$ cat src/sv/md4sh_pkg.sv
package md4sh_pkg;

  // Initial chaining words
  localparam logic [31:0] IV_A = 32'h67452301;
  localparam logic [31:0] IV_B = 32'hEFCDAB89;
  localparam logic [31:0] IV_C = 32'h98BADCFE;
  localparam logic [31:0] IV_D = 32'h10325476;

  // Round constants for the second and third passes
  localparam logic [31:0] K_PASS2 = 32'h5A827999;
  localparam logic [31:0] K_PASS3 = 32'h6ED9EBA1;

  // Pad marker byte
  localparam logic [7:0] PAD_BYTE = 8'h80;

  localparam int unsigned WORDS_PER_BLOCK = 16;
  localparam int unsigned ROUNDS          = 48;

  // Round pass codes
  localparam logic [1:0] PASS_F = 2'd0;
  localparam logic [1:0] PASS_G = 2'd1;
  localparam logic [1:0] PASS_H = 2'd2;

  // Buffer word used by a round: in order, then column order, then bit-reversed
  function automatic logic [3:0] word_index(input logic [5:0] rnd);
    logic [3:0] idx;
    case (rnd[5:4])
      PASS_F:  idx = rnd[3:0];
      PASS_G:  idx = {rnd[1:0], rnd[3:2]};
      PASS_H:  idx = {rnd[0], rnd[1], rnd[2], rnd[3]};
      default: idx = rnd[3:0];
    endcase
    return idx;
  endfunction

  // Rotate amount of a round
  function automatic logic [4:0] rot_amount(input logic [5:0] rnd);
    logic [4:0] s;
    case ({rnd[5:4], rnd[1:0]})
      4'b00_00: s = 5'd3;
      4'b00_01: s = 5'd7;
      4'b00_10: s = 5'd11;
      4'b00_11: s = 5'd19;
      4'b01_00: s = 5'd3;
      4'b01_01: s = 5'd5;
      4'b01_10: s = 5'd9;
      4'b01_11: s = 5'd13;
      4'b10_00: s = 5'd3;
      4'b10_01: s = 5'd9;
      4'b10_10: s = 5'd11;
      4'b10_11: s = 5'd15;
      default:  s = 5'd3;
    endcase
    return s;
  endfunction

  // 32-bit rotate left
  function automatic logic [31:0] rotl32(input logic [31:0] v, input logic [4:0] s);
    logic [63:0] dbl;
    dbl = {v, v} << s;
    return dbl[63:32];
  endfunction

endpackage

$ cat src/sv/md4_stream_hasher_top.sv
// MD4 hasher for a message delivered as 32-bit words, first byte in bits 7:0.
// Message words are taken one per cycle while the hasher is idle, into a 16-word
// block buffer. When a block fills, the block stalls its input for 48 rounds on
// one shared round unit (one round per cycle) and the fold of the result into
// the chaining value; no new word is taken until that block is through. On the
// final word the padding, zero fill and 64-bit bit length are written into the
// buffer one word per cycle, which needs one or two further compressions; the
// digest then loads into the output register, and the chaining state, word
// position and length return to their initial values. A digest waiting on the
// output does not hold off new words; only the next digest waits for it to be
// taken.
module md4_stream_hasher_top (
  input  logic        clk,
  input  logic        rst_n,
  input  logic        in_valid,
  output logic        in_stall,
  input  logic [31:0] in_message_word,
  input  logic [2:0]  in_byte_count,
  input  logic        in_final_word,
  output logic        out_valid,
  input  logic        out_stall,
  output logic [63:0] out_digest_low,
  output logic [63:0] out_digest_high
);
  import md4sh_pkg::*;

  typedef enum logic [2:0] {
    S_IDLE,
    S_PAD,
    S_ROUND,
    S_FOLD,
    S_EMIT
  } state_t;

  state_t      state_r;
  logic [3:0]  pos_r;
  logic [60:0] bytes_r;
  logic [5:0]  round_r;
  logic        padding_r;
  logic        pend80_r;
  logic        len_blk_r;
  logic        out_valid_r;
  logic [31:0] cv_a_r, cv_b_r, cv_c_r, cv_d_r;
  logic [31:0] ra_r, rb_r, rc_r, rd_r;
  logic [31:0] buf_r [WORDS_PER_BLOCK];
  logic [63:0] dig_low_r, dig_high_r;

  logic        acc;
  logic [2:0]  n_clip;
  logic        short_final;
  logic [31:0] final_data;
  logic [31:0] pad_data;
  logic        wr_en;
  logic [31:0] wr_data;
  logic        emit_go;
  logic [63:0] bit_len;
  logic [31:0] fx, kx, xw, sum, rnd_out;

  assign in_stall        = (state_r != S_IDLE);
  assign out_valid       = out_valid_r;
  assign out_digest_low  = dig_low_r;
  assign out_digest_high = dig_high_r;

  assign acc     = in_valid && (state_r == S_IDLE);
  assign emit_go = (state_r == S_EMIT) && (!out_valid_r || !out_stall);
  assign bit_len = {bytes_r, 3'b000};

  // Final word: clip the count and place the pad marker after the last byte when it fits in the word
  always_comb begin
    n_clip      = (in_byte_count > 3'd4) ? 3'd4 : in_byte_count;
    short_final = in_final_word && (n_clip != 3'd4);
    case (n_clip)
      3'd0:    final_data = {24'h0, PAD_BYTE};
      3'd1:    final_data = {16'h0, PAD_BYTE, in_message_word[7:0]};
      3'd2:    final_data = {8'h0, PAD_BYTE, in_message_word[15:0]};
      3'd3:    final_data = {PAD_BYTE, in_message_word[23:0]};
      default: final_data = in_message_word;
    endcase
  end

  // Pad sequence word: marker, zeros, then length in the last two slots
  always_comb begin
    if (pend80_r) begin
      pad_data = {24'h0, PAD_BYTE};
    end else if (len_blk_r && pos_r == 4'd14) begin
      pad_data = bit_len[31:0];
    end else if (len_blk_r && pos_r == 4'd15) begin
      pad_data = bit_len[63:32];
    end else begin
      pad_data = 32'h0;
    end
  end

  assign wr_en   = acc || (state_r == S_PAD);
  assign wr_data = acc ? (short_final ? final_data : in_message_word) : pad_data;

  // Shared round unit
  always_comb begin
    case (round_r[5:4])
      PASS_F: begin
        fx = (rb_r & rc_r) | (~rb_r & rd_r);
        kx = 32'h0;
      end
      PASS_G: begin
        fx = (rb_r & rc_r) | (rb_r & rd_r) | (rc_r & rd_r);
        kx = K_PASS2;
      end
      default: begin
        fx = rb_r ^ rc_r ^ rd_r;
        kx = K_PASS3;
      end
    endcase
    xw      = buf_r[word_index(round_r)];
    sum     = ra_r + fx + xw + kx;
    rnd_out = rotl32(sum, rot_amount(round_r));
  end

  // Block buffer and digest register
  always_ff @(posedge clk) begin
    if (wr_en) begin
      buf_r[pos_r] <= wr_data;
    end
    if (emit_go) begin
      dig_low_r  <= {cv_b_r, cv_a_r};
      dig_high_r <= {cv_d_r, cv_c_r};
    end
  end

  // Sequencer, working registers and chaining value
  always_ff @(posedge clk) begin
    if (!rst_n) begin
      state_r     <= S_IDLE;
      pos_r       <= 4'd0;
      bytes_r     <= 61'd0;
      round_r     <= 6'd0;
      padding_r   <= 1'b0;
      pend80_r    <= 1'b0;
      len_blk_r   <= 1'b0;
      out_valid_r <= 1'b0;
      cv_a_r      <= IV_A;
      cv_b_r      <= IV_B;
      cv_c_r      <= IV_C;
      cv_d_r      <= IV_D;
      ra_r        <= 32'h0;
      rb_r        <= 32'h0;
      rc_r        <= 32'h0;
      rd_r        <= 32'h0;
    end else begin
      // output valid: set on a new digest, cleared when taken
      if (emit_go) begin
        out_valid_r <= 1'b1;
      end else if (out_valid_r && !out_stall) begin
        out_valid_r <= 1'b0;
      end
      case (state_r)
        S_IDLE: begin
          if (acc) begin
            pos_r <= pos_r + 4'd1;
            if (!in_final_word) begin
              bytes_r <= bytes_r + 61'd4;
            end else begin
              bytes_r   <= bytes_r + {58'd0, n_clip};
              padding_r <= 1'b1;
              pend80_r  <= !short_final;
              if (short_final) begin
                len_blk_r <= (pos_r <= 4'd13);
              end
            end
            if (pos_r == 4'd15) begin
              state_r <= S_ROUND;
              round_r <= 6'd0;
              ra_r    <= cv_a_r;
              rb_r    <= cv_b_r;
              rc_r    <= cv_c_r;
              rd_r    <= cv_d_r;
            end else if (in_final_word) begin
              state_r <= S_PAD;
            end
          end
        end
        S_PAD: begin
          pos_r <= pos_r + 4'd1;
          if (pend80_r) begin
            pend80_r  <= 1'b0;
            len_blk_r <= (pos_r <= 4'd13);
          end
          if (pos_r == 4'd15) begin
            state_r <= S_ROUND;
            round_r <= 6'd0;
            ra_r    <= cv_a_r;
            rb_r    <= cv_b_r;
            rc_r    <= cv_c_r;
            rd_r    <= cv_d_r;
          end
        end
        S_ROUND: begin
          // roles rotate: next a is d, next b is the new value
          ra_r    <= rd_r;
          rb_r    <= rnd_out;
          rc_r    <= rb_r;
          rd_r    <= rc_r;
          round_r <= round_r + 6'd1;
          if (round_r == 6'(ROUNDS - 1)) begin
            state_r <= S_FOLD;
          end
        end
        S_FOLD: begin
          cv_a_r <= cv_a_r + ra_r;
          cv_b_r <= cv_b_r + rb_r;
          cv_c_r <= cv_c_r + rc_r;
          cv_d_r <= cv_d_r + rd_r;
          if (padding_r && len_blk_r) begin
            state_r <= S_EMIT;
          end else if (padding_r) begin
            len_blk_r <= 1'b1;
            state_r   <= S_PAD;
          end else begin
            state_r <= S_IDLE;
          end
        end
        S_EMIT: begin
          if (emit_go) begin
            cv_a_r      <= IV_A;
            cv_b_r      <= IV_B;
            cv_c_r      <= IV_C;
            cv_d_r      <= IV_D;
            pos_r       <= 4'd0;
            bytes_r     <= 61'd0;
            padding_r   <= 1'b0;
            pend80_r    <= 1'b0;
            len_blk_r   <= 1'b0;
            state_r     <= S_IDLE;
          end
        end
        default: state_r <= S_IDLE;
      endcase
    end
  end

endmodule
$ cat config.mk
export PLATFORM = sky130hd
export DESIGN_NAME = md4_stream_hasher_top
export DESIGN_NICKNAME = d
export VERILOG_FILES = /design/src/sv/md4sh_pkg.sv /design/src/sv/md4_stream_hasher_top.sv
export SDC_FILE = /design/constraint.sdc
export NUM_CORES = 2
export LEC_CHECK = 0
export BUFFER_PORTS_ARGS = -buffer_cell sky130_fd_sc_hd__buf_2
export CORE_UTILIZATION = 59
export DETAILED_ROUTE_END_ITERATION = 16
export PLACE_DENSITY = 0.76
export SLEW_MARGIN = 20
export SYNTH_ARGS = -nofsm -noshare
export SYNTH_HDL_FRONTEND = slang
export SYNTH_SLANG_ARGS = --single-unit
export TNS_END_PERCENT = 100
$ cat constraint.sdc
create_clock -name clk -period 11.8 [get_ports clk]
set_input_delay 0.59 -clock clk [delete_from_list [all_inputs] [get_ports clk]]
set_output_delay 0.59 -clock clk [all_outputs]
set_load 0.005 [all_outputs]
# --- Word-level counts from Yosys, hierarchy flattened ---
# Memories as Yosys holds them, arrays and structs flattened. A register that Yosys moved wholly into a read port is not among the register bits.
# Cells that the tools add are included.
classes:
  shift: 1
  n_addsub: 11
  n_reduce_logical: 30
  bitwise_logic: 10
  eq_ne: 23
  magnitude_cmp: 2
  n_mux: 69
ops:
  columns: ["operator", "count"]
  rows:
  - ["2-to-1 mux 32 bit", 17]
  - ["one-hot mux 32 bit (3 select lines)", 4]
  - ["one-hot mux 32 bit (2 select lines)", 5]
  - ["adder 32 bit", 7]
  - ["2-to-1 mux 61 bit", 3]
  - ["bitwise AND 32 bit", 4]
  - ["one-hot mux 32 bit (4 select lines)", 1]
  - ["one-hot mux 61 bit (2 select lines)", 1]
  - ["bitwise OR 32 bit", 3]
  - ["<< shifter 64 x 5 -> 64 bit", 1]
  - ["XOR 32 bit", 2]
  - ["one-hot mux 31 bit (2 select lines)", 1]
  - ["adder 61 x 3 -> 61 bit", 1]
  - ["adder 61 x 3 -> 61 bit, second input constant", 1]
  - ["NOT 32 bit", 1]
  - ["2-to-1 mux 3 bit", 8]
  - ["!= test 2 bit, second input constant", 9]
  - ["one-hot mux 6 bit (3 select lines)", 1]
  - ["2-to-1 mux 1 bit", 16]
  - ["2-to-1 mux 4 bit", 4]
  - ["one-hot mux 3 bit (5 select lines)", 1]
  - ["== test 3 x 2 -> 1 bit, second input constant", 4]
  - ["2-to-1 mux 6 bit", 2]
  - ["one-hot mux 4 bit (3 select lines)", 1]
  - ["29 further kinds", 48]
totals:
  inputBits: 40
  ram_bits: 512
  output_inout_bits: 130
  reg_bits: 462
  mem_count: 2
  mem_bits_ro: 64
mem_list:
  columns: ["name", "depth", "word_bits", "read_ports", "rd_clocked_by_memory_dff", "write_ports", "line_no", "rtl"]
  rows:
  - ["buf_r", 16, 32, 1, 0, 1, "md4_stream_hasher_top.sv:45", "logic [31:0] buf_r [WORDS_PER_BLOCK];"]
  - ["(no name shown)", 16, 4, 1, 1, 0, "md4sh_pkg.sv:39", "case ({rnd[5:4], rnd[1:0]})"]

# --- Longest topological paths before layout ---
depth:
  ltp_word: 9
  depth_mapped: 28
  ltp_nobuf: 25

# --- Worst setup path before layout ---
# OpenSTA, ideal clock, no wires.
synth_timing:
  path_type: "flip-flop to flip-flop"
  from: "reg round_r[4]"
  to: "reg rb_r[8]"
  stages_incl_launch_ff: 27
  period_less_slack_ns: 6.717
  arrival_time_ns: 6.592
  setup_slack_ns: 5.083
  setup_time_ns: 0.124
  path_cell_list: "dfxtp_1 inv_1 ha_1 buf_2 o21ai_0 buf_2 buf_2 buf_1 mux4_2 a211oi_1 a21oi_1 fa_1 ha_1 ha_1 inv_1 fa_1 nor2b_1 o21ai_1 a21oi_1 a211oi_4 a2bb2oi_2 a21oi_1 xor2_1 inv_1 mux4_2 mux4_2 o2bb2ai_1"
synth_via:
  elab_chain_len: 7
  word_cells_on_any_way: 12
synth_rtl:
  columns: ["item", "line_no", "rtl"]
  rows:
  - ["start, declared", "md4_stream_hasher_top.sv:38", "logic [5:0] round_r;"]
  - ["start signal, assigned", "md4_stream_hasher_top.sv:202", "round_r <= round_r + 6'd1;"]
  - ["== test 2 x 1 -> 1 bit, or another cell as far along", "md4sh_pkg.sv:27, md4_stream_hasher_top.sv:99", null]
  - ["one-hot mux 32 bit (2 select lines) or one-hot mux 4 bit (2 select lines) (tied branches)", "md4_stream_hasher_top.sv:99, md4sh_pkg.sv:27", null]
  - ["adder 32 bit or memory (16 x 32 bit) (tied branches)", null, null]
  - ["adder 32 bit", "md4_stream_hasher_top.sv:114", "sum = ra_r + fx + xw + kx;"]
  - ["adder 32 bit (*)", "md4_stream_hasher_top.sv:114", null]
  - ["<< shifter 64 x 5 -> 64 bit (*)", "md4sh_pkg.sv:60", "dbl = {v, v} << s;"]
  - ["one-hot mux 32 bit (3 select lines) (*)", "md4_stream_hasher_top.sv:155", "case (state_r)"]
  - ["end signal, assigned", "md4_stream_hasher_top.sv:173", "rb_r <= cv_b_r;"]
  - ["end signal, assigned", "md4_stream_hasher_top.sv:191", "rb_r <= cv_b_r;"]
  - ["end signal, assigned", "md4_stream_hasher_top.sv:199", "rb_r <= rnd_out;"]
  - ["end, declared", "md4_stream_hasher_top.sv:44", "logic [31:0] ra_r, rb_r, rc_r, rd_r;"]
# Mark *: on every way between the ends. The rest lies on a longest branch, timed or not.
# A chain may end at the register's enable or synchronous reset.

# --- Worst setup path after layout ---
# Same ends and word-level chain as after synthesis.

==> key figures <==
Status
  – Status: finished, final reports clean

Clocking
  – H-tree depth: 3
  – Clock Path Buffers: 3
  – Num CTS Buffers: 98
  – # clock sinks: 978
  – # hold bufs at CTS: 0
  – Post-CTS Setup Bufs: 0
  – CTS root buf: clkbuf_16
  – CTS clock-pin slew for the worst setup and hold paths: 0.06 ns
  – CTS resizes: 0
  – Insertion delay to the later sink of the worst-skew pair: 0.72 ns
  – CTS tree: built

Logic synthesis
  – Post-synthesis sequential area ratio: approximately half
  – Syn. warnings: 0
  – Post-synth EDFFs: 640
  – Mapped Nets: 4512
  – Cell count after synthesis: 4204
  – Synth async-reset ratio: 0%
  – Netlist cell types: just over 80
  – Post-Syn Area: 0.05027 mm2
  – Predominant post-synthesis flop cell: edfxtp_1
  – Mean post-synth cell area: 11.96 um2
  – Seq cells post-synth: 978

Power
  – Overall power: 7.190 mW
  – Power per Cell Area: 128.8 mW/mm2
  – Sw Share: roughly 23%
  – Clock power share: roughly 44%
  – Share of power burned in registers: roughly 51%
  – Combinational Power Share: 5.0%
  – Pleak: between 20 and 25 nW
  – Max VDD drop: 0.1552 mV
  – P_int: about 5.6 mW
  – Switch Pwr: 1.630 mW

Final layout
  – Fill cells: 6241
  – Final nets: 4651
  – Layout area overhead: 11.07%
  – Proportion of layout cells with a drive suffix above 1: 15.00%
  – # diodes: 0

Timing
  – Final Cycle Share: ~70%
  – F_max: between 100 and 150 MHz
  – Number of hold violations in the final report: 0
  – Setup Skew: 0.04366 ns
  – Finish-stage setup viols: 0
  – Final slew viol count: 0
  – Worst-Margin Slew: approximately 1.1 ns
  – Min cycle time layout: 8.053 ns
  – Fin Setup TNS: 0 ns
  – Rel. slew slack: between 20% and 30%
  – Unrepaired setup endpoints after global routing: no

Setup path
  – WP data required: 12.34 ns
  – R2R cell count: 23
  – Crit path capture type: flip-flop
  – CP startpoint kind: flip-flop
  – R2R Setup Slk: 3.75 ns
  – RR Endpoint: rb_r[8]$_SDFFE_PN0P_
  – CP max FO: 43
  – Reg2reg start: round_r[4]$_SDFFE_PN0P_
  – Worst path arrival time: roughly 8.6 ns
  – CP Class: flip-flop to flip-flop

Die
  – Initial Util: roughly 60%
  – Io pins: 170
  – Core area: 0.08395 mm2
  – Die area: 0.08638 mm2
  – Row count: approximately 110
  – Die X: 293.9 um
  – DIE HEIGHT: 293.9 um

Routing
  – Initial DRC count: 3210
  – Total Routed Length: ~140000 um
  – DR WL/cell: 24.62 um
  – DRC violations left: 0
  – Via count: 35296
  – Routed Antenna Nets: 0
  – DR pass1 iterations: 7
  – Routed vias/inst: 6.348

Global route
  – Number of global-route vias before repair: 34105
  – GRT Max-Usage Layer: met2
  – Grt ovf: 0
  – Pin count of the biggest net entering global routing: 118
  – Total routing usage reported by global routing: 31.89%
  – Met2 Usage GRT: 53.60%
  – First-pass GRT wire length: 207300 um
  – Initial antenna violation count: 2
  – Met1 Use GR: between 40% and 50%
  – M3 GR Usage: 4.940%

Placed design
  – Buffers added on ports: 169
  – Final HPWL DP: 89130 um
  – GP Congestion: 0.9891

Min path
  – WHS Endpoint: cv_a_r[8]$_SDFFE_PN1P_
  – WHS Path Cells: 2
  – Hold crit path type: primary input to flip-flop
  – Worst Hold Launch: rst_n

Job
  – Max-cap violation count: 0
==> layout make-up <==
cell class	count	area, um2	share of cell area [%]
Sequential cell	978	25980	46.54
Multi-Input combinational cell	2873	23130	41.43
Clock buffer	120	2555	4.576
Timing Repair Buffer	255	1523	2.727
Tap cell	1134	1419	2.541
Clock inverter	63	700.7	1.255
Inverter	137	519.2	0.9300
==> cell usage in the layout, fill, tap and decap left out, types with 136 or more instances in the layout <==
master    netlist  final
a21oi_1       240    239
buf_2           8    168
dfxtp_1       338    338
edfxtp_1      640    640
ha_1          176    176
mux2i_1       196    196
mux4_2        136    136
nand2_1       387    385
nor2_1        247    232
o21ai_0       205    200
==> cells in the mapped netlist (11+ instances only) <==
cell type,n,area (um2)
o22ai_1,36,225.2
nor2_1,247,927.1
o21a_1,27,202.7
mux4_2,136,3063
mux2_2,65,732.0
nand2_1,387,1453
mux2i_1,196,1962
clkbuf_1,166,623.1
a22oi_1,68,510.5
o31ai_1,11,82.58
a211oi_1,34,255.2
dfxtp_1,338,6766
o21ai_0,205,1026
nor2b_1,73,456.7
fa_1,92,1842
nor4_1,12,75.07
buf_1,39,146.4
xor2_1,96,840.8
edfxtp_1,640,19220
a22o_1,16,140.1
and3_1,27,168.9
o211a_1,105,1051
a21o_1,80,600.6
xnor2_1,80,700.7
a21boi_0,26,195.2
o21bai_1,15,112.6
nor3_1,51,255.2
and2_1,23,143.9
nand3_1,78,390.4
nand4_1,33,206.5
a31oi_1,18,112.6
ha_1,176,2202
or3_1,26,162.7
a21oi_1,240,1201
inv_1,133,499.2
nand2b_1,22,137.6
o211ai_1,19,142.6
==> state kept, by name, indices dropped and copies added, names as in the netlist, 61 cells and up, named ones only <==
signal and cells:
buf_r 512, bytes_r 61, out_digest_high 64, out_digest_low 64
==> worst max-delay path, cell delays in order (launching register included) <==
cell       delay [ns]
dfxtp_1          0.41
inv_1            0.12
ha_1             0.54
nand2_1          0.15
o21ai_4          0.08
buf_4            0.66
buf_4            0.78
mux4_2           0.59
mux2i_1          0.20
a21oi_1          0.14
fa_1             0.47
fa_1             0.48
ha_1             0.36
nor2b_1          0.25
o21ai_1          0.15
a21oi_1          0.41
a211oi_4         0.18
a2bb2oi_2        0.34
a21oi_1          0.13
xor2_1           0.21
inv_1            0.06
mux4_2           0.53
mux4_2           0.49
o2bb2ai_1        0.14
==> through the flow <==
| stage | hold slack, ns | setup slack [ns] | util, % | cell area (um2) | instances |
|---|---|---|---|---|---|
| 2_1_floorplan | 0.4367 | 5.083 | - | 50270 | 4204 |
| 3_3_place_gp | 0.4771 | 3.915 | 62.60 | 52560 | 5376 |
| 3_5_place_dp | 0.4807 | 3.794 | 62.61 | 52560 | 5376 |
| 4_1_cts | 0.2287 | 3.712 | 66.48 | 55810 | 5559 |
| 5_1_grt | 0.2642 | 3.160 | 66.51 | 55830 | 5560 |
| 6_report | 0.2592 | 3.747 | 66.51 | 55830 | 5560 |
==> cells by family after synthesis <==
logic type	after synthesis	synth area share [%]
buffers and inverters	353	2.685
adders and majority gates	268	8.044
xor gates and xnor gates	176	3.066
and+or+nand+nor	1023	9.405
muxes	397	11.45
AOI/OAI and AO/OA	1009	13.66
DFF	978	51.69
==> metal layers <==
layer | share of wire [%] | vias to the layer above
li1 | - | 16093
met1 | 39 | 17354
met2 | 49 | 1524
met3 | 7.4 | 323
met4 | 4.2 | 2
met5 | 0.0095 | -
==> power groups by stage <==
stage                     logic (mW)  clock network (mW)  registers (mW)
after floorplan                0.220                   0            3.77
after global placement         0.346                   0            3.77
after detailed placement       0.350                   0            3.77
after CTS                      0.354                3.17            3.70
after global routing           0.386                3.29            3.70
final                          0.358                3.13            3.70
==> worst max path at each step <==
stage,from,to,cells after the start,slack (ns)
detailed placement,round_r[4]$_SDFFE_PN0P_,rb_r[8]$_SDFFE_PN0P_,23,3.79
global placement,round_r[4]$_SDFFE_PN0P_,rb_r[8]$_SDFFE_PN0P_,24,3.91
finish,round_r[4]$_SDFFE_PN0P_,rb_r[8]$_SDFFE_PN0P_,23,3.75
floorplan,round_r[4]$_SDFFE_PN0P_,rb_r[8]$_SDFFE_PN0P_,26,5.08
global route,round_r[4]$_SDFFE_PN0P_,rb_r[8]$_SDFFE_PN0P_,24,3.16
CTS,round_r[4]$_SDFFE_PN0P_,rb_r[8]$_SDFFE_PN0P_,23,3.71
(Power assumes the default switching activity.)
